### config.mk
export PLATFORM = sky130hd
export DESIGN_NAME = eight_bit_alu_with_flags_top
export DESIGN_NICKNAME = d
export VERILOG_FILES = /design/src/hw/rtl/alu8f_pkg.sv /design/src/hw/rtl/eight_bit_alu_with_flags_top.sv
export SDC_FILE = /design/constraint.sdc
export NUM_CORES = 1
export LEC_CHECK = 0
export BUFFER_PORTS_ARGS = -buffer_cell sky130_fd_sc_hd__buf_4
export CORE_UTILIZATION = 55
export CTS_CLUSTER_SIZE = 14
export DETAILED_ROUTE_END_ITERATION = 16
export PLACE_DENSITY = 0.76
export SETUP_SLACK_MARGIN = 0.4
export SKIP_LAST_GASP = 1
export SLEW_MARGIN = 20
export SYNTH_ARGS = -nofsm -noshare
export SYNTH_HDL_FRONTEND = slang
export SYNTH_SLANG_ARGS = --single-unit
export TNS_END_PERCENT = 10
### constraint.sdc
create_clock -name clk_i -period 5.6 [get_ports clk_i]
set_clock_uncertainty 0.2 [all_clocks]
set_input_delay 0.56 -clock clk_i [delete_from_list [all_inputs] [get_ports clk_i]]
set_output_delay 0.56 -clock clk_i [all_outputs]
set_load 0.1 [all_outputs]
### src/hw/rtl/alu8f_pkg.sv
// Package for the eight-bit ALU with flags: operation codes and transaction types.
// Used by eight_bit_alu_with_flags_top and its checker alu8f_chk; depends on nothing.
`default_nettype none

package alu8f_pkg;

  // Operation codes. Codes above MODE_LOAD are no-ops.
  typedef enum logic [3:0] {
    MODE_ADC  = 4'd0,
    MODE_SBC  = 4'd1,
    MODE_AND  = 4'd2,
    MODE_OR   = 4'd3,
    MODE_XOR  = 4'd4,
    MODE_ASL  = 4'd5,
    MODE_LSR  = 4'd6,
    MODE_ROL  = 4'd7,
    MODE_ROR  = 4'd8,
    MODE_CMP  = 4'd9,
    MODE_BIT  = 4'd10,
    MODE_INC  = 4'd11,
    MODE_DEC  = 4'd12,
    MODE_LOAD = 4'd13
  } mode_e;

  localparam int unsigned ByteW = 8;

  // One operation request.
  typedef struct packed {
    logic [3:0]       mode;
    logic [ByteW-1:0] reg_value;
    logic [ByteW-1:0] mem_value;
    logic             carry_in;
    logic             zero_in;
    logic             overflow_in;
    logic             negative_in;
  } alu_in_t;

  // One operation result.
  typedef struct packed {
    logic [ByteW-1:0] result;
    logic             writes_back;
    logic             carry_out;
    logic             zero_out;
    logic             overflow_out;
    logic             negative_out;
  } alu_out_t;

endpackage

`default_nettype wire

### src/hw/rtl/eight_bit_alu_with_flags_top.sv
// Top level of the eight-bit ALU with N, V, Z, C flags (binary mode only).
// Depends on alu8f_pkg for the operation codes and the transaction structs.
`default_nettype none

//  Channel   Ports                     Handshake
//  --------  ------------------------  -------------------------------------------
//  request   start, busy, op_i         taken at a rising edge with start high and
//                                      busy low
//  result    done_o, res_o             valid for the single cycle done_o is high
//
// The block accepts one transaction every clock cycle; busy never rises.
// Each taken request is held in the input register, then passes through the
// single-pass ALU logic into the result register.
// Results leave in request order and the receiver cannot stall them.
// Reset (rst_ni low, asynchronous) clears both pipeline valid bits, so no
// result strobe is issued for a request that was in flight at reset.

module eight_bit_alu_with_flags_top (
  input  wire                 clk_i,
  input  wire                 rst_ni,
  input  wire                 start,
  output logic                busy,
  input  alu8f_pkg::alu_in_t  op_i,
  output logic                done_o,
  output alu8f_pkg::alu_out_t res_o
);

  // Input stage: the accepted request is captured here.
  logic               in_vld_q;
  alu8f_pkg::alu_in_t in_q;

  // Result stage.
  logic                res_vld_q;
  alu8f_pkg::alu_out_t res_q;
  alu8f_pkg::alu_out_t res_d;

  // The pipeline never stalls, so the request side is always open.
  assign busy = 1'b0;

  always_ff @(posedge clk_i or negedge rst_ni) begin
    if (!rst_ni) begin
      in_vld_q  <= 1'b0;
      res_vld_q <= 1'b0;
    end else begin
      in_vld_q  <= start;
      res_vld_q <= in_vld_q;
    end
  end

  // Payload registers carry no reset; their valid bits qualify them.
  always_ff @(posedge clk_i) begin
    if (start) begin
      in_q <= op_i;
    end
    if (in_vld_q) begin
      res_q <= res_d;
    end
  end

  // Shared nine-bit adder serves add, subtract and compare. Subtract and
  // compare add the inverted memory byte; compare forces the carry in to one
  // so that the sum is reg - mem and the carry out means reg >= mem.
  logic [7:0] add_b;
  logic       add_cin;
  logic [8:0] add_sum;
  logic       add_ovf;
  logic       is_add;
  logic       is_cmp;

  always_comb begin
    is_add  = (in_q.mode == alu8f_pkg::MODE_ADC);
    is_cmp  = (in_q.mode == alu8f_pkg::MODE_CMP);
    add_b   = is_add ? in_q.mem_value : ~in_q.mem_value;
    add_cin = is_cmp ? 1'b1 : in_q.carry_in;
    add_sum = {1'b0, in_q.reg_value} + {1'b0, add_b} + {8'd0, add_cin};
    // Signed overflow: both operands differ in sign from the result.
    add_ovf = (in_q.reg_value[7] ^ add_sum[7]) & (add_b[7] ^ add_sum[7]);
  end

  // Single pass through the operation select and the flag logic.
  logic set_zn;

  always_comb begin
    res_d.result       = in_q.reg_value;
    res_d.writes_back  = 1'b1;
    res_d.carry_out    = in_q.carry_in;
    res_d.zero_out     = in_q.zero_in;
    res_d.overflow_out = in_q.overflow_in;
    res_d.negative_out = in_q.negative_in;
    set_zn             = 1'b1;

    case (in_q.mode)
      alu8f_pkg::MODE_ADC,
      alu8f_pkg::MODE_SBC: begin
        res_d.result       = add_sum[7:0];
        res_d.carry_out    = add_sum[8];
        res_d.overflow_out = add_ovf;
      end
      alu8f_pkg::MODE_AND: begin
        res_d.result = in_q.reg_value & in_q.mem_value;
      end
      alu8f_pkg::MODE_OR: begin
        res_d.result = in_q.reg_value | in_q.mem_value;
      end
      alu8f_pkg::MODE_XOR: begin
        res_d.result = in_q.reg_value ^ in_q.mem_value;
      end
      alu8f_pkg::MODE_ASL: begin
        res_d.result    = {in_q.reg_value[6:0], 1'b0};
        res_d.carry_out = in_q.reg_value[7];
      end
      alu8f_pkg::MODE_LSR: begin
        res_d.result    = {1'b0, in_q.reg_value[7:1]};
        res_d.carry_out = in_q.reg_value[0];
      end
      alu8f_pkg::MODE_ROL: begin
        res_d.result    = {in_q.reg_value[6:0], in_q.carry_in};
        res_d.carry_out = in_q.reg_value[7];
      end
      alu8f_pkg::MODE_ROR: begin
        res_d.result    = {in_q.carry_in, in_q.reg_value[7:1]};
        res_d.carry_out = in_q.reg_value[0];
      end
      alu8f_pkg::MODE_CMP: begin
        res_d.result      = add_sum[7:0];
        res_d.carry_out   = add_sum[8];
        res_d.writes_back = 1'b0;
      end
      alu8f_pkg::MODE_BIT: begin
        // N and V come straight from the memory byte, Z from the AND.
        res_d.result       = in_q.reg_value & in_q.mem_value;
        res_d.writes_back  = 1'b0;
        res_d.negative_out = in_q.mem_value[7];
        res_d.overflow_out = in_q.mem_value[6];
        res_d.zero_out     = ((in_q.reg_value & in_q.mem_value) == 8'd0);
        set_zn             = 1'b0;
      end
      alu8f_pkg::MODE_INC: begin
        res_d.result = in_q.reg_value + 8'd1;
      end
      alu8f_pkg::MODE_DEC: begin
        res_d.result = in_q.reg_value - 8'd1;
      end
      alu8f_pkg::MODE_LOAD: begin
        res_d.result = in_q.mem_value;
      end
      default: begin
        // Unused codes do nothing: no write-back, every flag passes through.
        res_d.writes_back = 1'b0;
        set_zn            = 1'b0;
      end
    endcase

    if (set_zn) begin
      res_d.zero_out     = (res_d.result == 8'd0);
      res_d.negative_out = res_d.result[7];
    end
  end

  assign done_o = res_vld_q;
  assign res_o  = res_q;

endmodule

`default_nettype wire

==> results.md, run 1 <==
* Outcome: finished clean
* GPL Wtd Cong at about 0.99
* Final Setup Violations at 0
* Setup tns final at 0 ps
* Post-Route WL at 8270 um
* Crit path max fanout at 28
* Max Fclk at about 0.22 GHz
* TritonCTS clock tree: done
* Sequential element share of the synthesized area at 0.359
* CTS Buffer Depth at 2
* Power Density at ~280 mW/mm^2
* First-pass GRT wire length at ~13000 um
* Top_reg_cell synth: edfxtp_1
* Synth Area per Inst at 9.85 sq um
* RSZ-0062 raised after global routing: false
* Non-filler cells, final at 437
* Pins over their slew limit at 0
* Tmin final at 4610 ps
* Share of cells above drive strength 1 at 0.170
* CP cell instances: or2_1 > nor2_1 > a21o_1 > fa_1 > fa_1 > nor3b_1 > a31o_1 > a222oi_1 > o211ai_1 > a221oi_1 > or4b_1 > o41ai_2
* Largest net degree at the start of global routing at 32
* Vias at around 2800
* Vias in the first global route at 2633
* Io pins at 42
* Yosys top cell area share at 0.344
* Sw Share at 0.417
* Static Leak at between 1.5 and 2 nW
* Setup ws final at 990 ps
* Final period util at 0.823
* Total Routing Usage GR at 0.285
* Post CTS Setup Buffer Count at 0
* Slowest cell on crit path: edfxtp_1
* Antenna violations before repair at 0
* Die area at 0.00618 sq mm
* Placed cell count at about 430
* CP most frequent cell: fa_1
* Most common cell after layout, fill and taps aside: buf_4
* Worst Hold Class: input port to register
* CTS Sinks at 39
* CP Launch Type: register
* First-iteration detailed-routing DRC count at 371
* Maxcap violations at 0
* DP HPWL at 6080 um
* Class of the most critical setup path: register to register
* ANT nets after route at 0
* Chip height at 78.6 um
* Combinational share of power at 0.421
* Final core occ at 0.651
* Clk slew on worst S/H paths at 80 ps
* Core Rows at 27
* Mapped Nets at 387
* Post-synthesis register bit count at 39
* Core area at 0.00557 sq mm
* Most frequent cells in the layout: buf_4, edfxtp_1, ha_1, nor2_1, o21ai_0
* Yosys cell types at 68
* H-tree levels at 2
* Switch Pwr at 0.422 mW
* Starting Density at 0.580
* Drt wl/cell at 18.9 um
* Synthesized cell area at around 0.0032 sq mm
* TritonCTS Buffers at 5
* Asr flop ratio synth at 0.0513
* Crit path capture type: register
* Worst Path Required at 5510 ps
* Pre-Repair DR Iteration Count at 7
* Synth area leaders: edfxtp_1, ha_1, xnor2_1, o21ai_0, nor2_1
* # diodes at 0
* GRT Residual Overflow at 0
* Synthesis warning total at 0
* Part of the power in registers at 0.389
* Post-Synthesis Cells at approximately 330
* Worst path arrival time at 4520 ps
* Yosys top cell by area: edfxtp_1
* Max rail drop VDD at 0.199 mV
* Internal power at just under 0.6 mW
* Setup WS pre-CTS at between 1000 and 1500 ps
* Fin. Hold Viols at 0
* Skew-Pair Late Insertion Delay at 300 ps
* Vias per std cell at 6.41
* Clock Power Share at 0.190
* Number of enable-type register cells in the synthesized netlist at 37
* Max transition margin at 0.401
* Root Buffer: clkbuf_8
* DRC violations left at 0
* Worst hold margin at 233 ps
* R2r setup slk at roughly 990 ps
* Width of the chip at 78.6 um
* Slew @ Worst Pin at roughly 900 ps
* # port buffers at 40
* P&R area growth vs syn at 12.4%
* Final Net Count at 423
* CP peak stage delay at 940 ps
[worst max-delay path, delay by kind of cell (launching register included)]
kind                       cells  cell delay, ps
AOI/OAI and AO/OA              6            1420
adders and majority gates      2             870
DFF                            1             940
and+or+nand+nor                4            1000
[registers in the layout, summed over array words and instances, names as in the netlist]
name      flops
in_q         24
res_o        13
done_o        1
in_vld_q      1
[layout make-up]
type | instances | area [sq um]
Sequential cell | 39 | 1160
Fill cell | 483 | 1940
Clock inverter | 2 | 12.5
Inverter | 22 | 82.6
Tap cell | 72 | 90.1
Timing Repair Buffer | 46 | 348
Multi-Input combinational cell | 250 | 1860
Clock buffer | 6 | 72.6
[power groups by stage]
stage                     Combinational, mW  Clock, mW  Sequential (mW)
final                                 0.426      0.193            0.395
after global routing                  0.453      0.208            0.400
after CTS                             0.419      0.200            0.394
after detailed placement              0.417          0            0.401
after global placement                0.410          0            0.400
after floorplan                       0.219          0            0.499
[cells in the mapped netlist, types with 3 or more instances]
cell type and number:
a22o_1 3, buf_2 5, xnor2_1 16, ha_1 29, mux2i_1 6, nand2b_1 7, nand3b_1 5, inv_1 19
fa_1 3, o21a_1 5, o21ai_0 21, a31oi_1 3, a22oi_1 4, o211ai_1 3, a21oi_1 15, o32ai_1 3
a211oi_1 4, nor2b_1 4, nand2_1 20, and2_1 5, a222oi_1 3, nor4_1 3, o32a_1 3, buf_6 6
nand3_1 5, nor3_1 5, inv_2 3, edfxtp_1 37, a211o_1 5, nor2_1 22, a21o_1 7, clkbuf_1 4
[per-layer routing]
metal  track usage  wire (um)  share of wire
met1         0.373       3530           0.43
met3        0.0605        622          0.075
met5             0          0              0
met2         0.451       3880           0.47
met4         0.130        239          0.029
[final timing paths]
| check | start | end | cells after the start |
|---|---|---|---|
| worst min-delay path | op_i[12] | in_q[12] | 1 |
| worst max register to register | in_q[21] | res_o[2] | 12 |
| min in group asynchronous | rst_ni | in_vld_q | 2 |
| max in group asynchronous | rst_ni | done_o | 2 |
| worst max-delay path | in_q[21] | res_o[2] | 12 |
| worst min register to register | in_q[1] | res_o[1] | 2 |
[repair_timing]
action                                 4_1_cts  5_1_grt
endpoints found under the hold margin        2        0
gates resized for setup                      0        0
hold buffers                                 1        0
[per-stage QoR]
step                      power, mW  instance area, sq um
after floorplan               0.718                  3230
after global placement        0.810                  3540
after detailed placement      0.817                  3540
after CTS                      1.01                  3630
after global routing           1.06                  3630
final                          1.01                  3630
[cells by family (layout without fill, tap and decap cells)]
family / count (synthesis) / count (layout) / synth area share
xor gates and xnor gates: 17 / 17 / 0.0461
other: 1 / 1 / 0.00116
and+or+nand+nor: 92 / 92 / 0.155
AOI/OAI and AO/OA: 101 / 101 / 0.222
buffers and inverters: 39 / 76 / 0.0635
adders and majority gates: 32 / 32 / 0.131
muxes: 7 / 7 / 0.0221
DFF: 39 / 39 / 0.359
Note: power is estimated with default switching activity, not from simulation.
==> run 2: changes to the inputs <==
Settings changed: ABC_AREA from default to 1, CORE_UTILIZATION 55 to 53, PLACE_DENSITY 0.76 to 0.77.
Clock period 5.6 ns to 3.73 ns, I/O delays scaled along.
==> results.md, run 2 <==
* CP peak stage delay at 510 ps
* Biggest register: in_q
* ANT nets after route at 0
* CP most frequent cell: nor2_1
* Yosys top cell by area: edfxtp_1
* Sequential element share of the synthesized area at 0.367
* Final Net Count at 523
* Asr flop ratio synth at 0.0513
* Most common cell after layout, fill and taps aside: nand2_1
* Placed cell count at 525
* Non-filler cells, final at 537
* Fin. Hold Viols at 0
* CTS Sinks at 39
* Worst R2R Start: in_q[22]
* H-tree levels at 2
* CP cell instances: buf_6 > inv_2 > nand2_2 > nor2_1 > or2_2 > fa_2 > fa_2 > xnor2_2 > nor2_1 > nor2_1 > nand3_2 > nor2_2 > nand2_1 > nor2_2 > nand3_1 > nand2_1
* Starting Density at 0.560
* Synth Area in Compound Gates at 0.0463
* Max transition margin at 0.628
* Share of cells above drive strength 1 at 0.194
* Worst Hold Class: input port to register
* Slowest cell on crit path: edfxtp_1
* Max rail drop VDD at between 0.2 and 0.3 mV
* Most frequent cells in the layout: nand2_1, inv_1, buf_4, edfxtp_1, nor2_1
* CTS Buffer Depth at 2
* Final core occ at 0.661
* Main combinational cell family by area after synthesis: simple AND/OR/NAND/NOR gates
* First-iteration detailed-routing DRC count at 240
* Synth Area per Inst at 7.64 sq um
* Skew-Pair Late Insertion Delay at 290 ps
* TritonCTS clock tree: done
* Drt wl/cell at 15.0 um
* Number of enable-type register cells in the synthesized netlist at 37
* Maxcap violations at 0
* # diodes at 0
* Largest net degree at the start of global routing at 26
* Vias at 2917
* Tmin final at roughly 3100 ps
* Power Density at 419 mW/mm^2
* Post-synthesis register bit count at 39
* GPL Wtd Cong at about 1.0
* Final Setup Violations at 0
* Synth Area in XOR/XNOR at 0.0301
* Core Rows at 27
* # port buffers at 40
* RR Endpoint: res_o[2]
* Vias per std cell at 5.43
* Clk slew on worst S/H paths at 80 ps
* Post-Synthesis Cells at 414
* Antenna violations before repair at 0
* Adder-Cell Fraction of Synth Area at 0.134
* DP HPWL at 6430 um
* Post-Route WL at 8030 um
* Crit path capture type: register
* CP Launch Type: register
* Count leader, synth: nand2_1
* Mux cell area share after synthesis at 0
* Commonest cells in the netlist: nand2_1, inv_1, nor2_1
* Class of the most critical setup path: register to register
* CP Buf/Inv Count at 2
* Final period util at 0.842
* P&R area growth vs syn at 17.9%
* DRC violations left at 0
* Worst Path Required at 3700 ps
* Register-to-Register Path Depth at 16
* Outcome: finished clean
* Io pins at 42
* TritonCTS Buffers at 5
* Worst path arrival time at around 3100 ps
* R2r setup slk at between 500 and 600 ps
* Root Buffer: clkbuf_8
* Sequential Area at 0.00116 sq mm
* Chip height at approximately 80 um
* Static Leak at 1.87 nW
* Hold Crit Depth at 1
* Pins over their slew limit at 0
* Crit path max fanout at 6
* GRT Residual Overflow at 0
* Footprint of the multi-input gates at 0.00176 sq mm
* Mapped Nets at about 470
* RSZ-0062 raised after global routing: false
* Hold endpoint: in_q[20]
* Synthesized cell area at 0.00316 sq mm
* Number of flip-flops in the largest register at 24
* Total power at 1.56 mW
* Synth area leaders: edfxtp_1, nand2_1, ha_1, inv_1, nand3_1
* Yosys cell types at 35
* First-pass GRT wire length at 12700 um
* Slew @ Worst Pin at approximately 550 ps
* Pre-Repair DR Iteration Count at 4
* Max Fclk at ~0.32 GHz
* Yosys top cell area share at 0.351
* Top_reg_cell synth: edfxtp_1
* Die area at 0.00628 sq mm
* Synthesis warning total at 0
* Setup tns final at 0 ps
* Width of the chip at 79.2 um
* Hold Crit Start: op_i[20]
* Crit path max-delay family: simple AND/OR/NAND/NOR gates
* Total Routing Usage GR at 0.270
* Core area at 0.00564 sq mm
* Synth Area in Simple Gates at 0.335
* Fillers at between 500 and 600
* Vias in the first global route at 2670
## run 2: worst register-to-register path, cell delays in order (launching register included)
cell	delay (ps)
edfxtp_1	510
buf_6	150
inv_2	50
nand2_2	60
nor2_1	70
or2_2	310
fa_2	400
fa_2	420
xnor2_2	140
nor2_1	70
nor2_1	120
nand3_2	100
nor2_2	120
nand2_1	70
nor2_2	100
nand3_1	70
nand2_1	60
## run 2: per-stage QoR
step / setup WS (ps) / hold slack [ps] / cell area (sq um)
after floorplan: 603 / -123 / 3160
after global placement: 403 / -44.4 / 3540
after global routing: 371 / 44.0 / 3730
after CTS: 415 / 44.2 / 3670
final: 590 / 49.8 / 3730
after detailed placement: 351 / -42.4 / 3540
## run 2: layout make-up
class / instances / area share
multi-input combinational: 305 / 0.473
clock buffer: 5 / 0.0185
sequential: 39 / 0.312
inverter: 68 / 0.0685
timing repair buffer: 45 / 0.0923
clock inverter: 3 / 0.0117
tap: 72 / 0.0242
## run 2: worst max-delay path by stage
stage / from / endpoint / slack, ps / cells past startpoint
after floorplan: in_q[20] / res_o[3] / 600 / 13
after global routing: in_q[22] / res_o[2] / 370 / 17
final: in_q[22] / res_o[2] / 590 / 16
after CTS: in_q[22] / res_o[2] / 420 / 14
after detailed placement: in_q[22] / res_o[2] / 350 / 15
after global placement: in_q[22] / res_o[2] / 400 / 15
## run 2: what timing repair did
action	CTS	global route
pin swaps	0	5
hold endpoints to repair	2	0
hold buffers	1	0
buffers inserted	0	3
resized for setup	1	12
setup endpoints to repair	3	3
## run 2: power by group
| part | total (mW) | switching, mW | internal (mW) |
|---|---|---|---|
| clock network | 0.354 | 0.155 | 0.199 |
| registers | 0.588 | 0.0495 | 0.538 |
| logic | 0.619 | 0.436 | 0.183 |
## run 2: cell families (layout without fill, tap and decap cells)
| group | Yosys count | after routing |
|---|---|---|
| flops | 39 | 39 |
| simple gates | 237 | 237 |
| fa+ha+maj | 32 | 32 |
| compound gates | 25 | 25 |
| xor+xnor | 10 | 10 |
| other cells | 1 | 1 |
| buf+inv | 70 | 121 |
## run 2: layer usage
layer / global-route usage / routed length, um / part of all wire / vias to the layer above
met1: 0.343 / 3350 / 0.42 / 1322
met5: 0 / 0 / 0 / -
met4: 0.115 / 252 / 0.031 / 0
li1: - / - / - / 1436
met3: 0.0448 / 587 / 0.073 / 23
met2: 0.453 / 3850 / 0.48 / 136
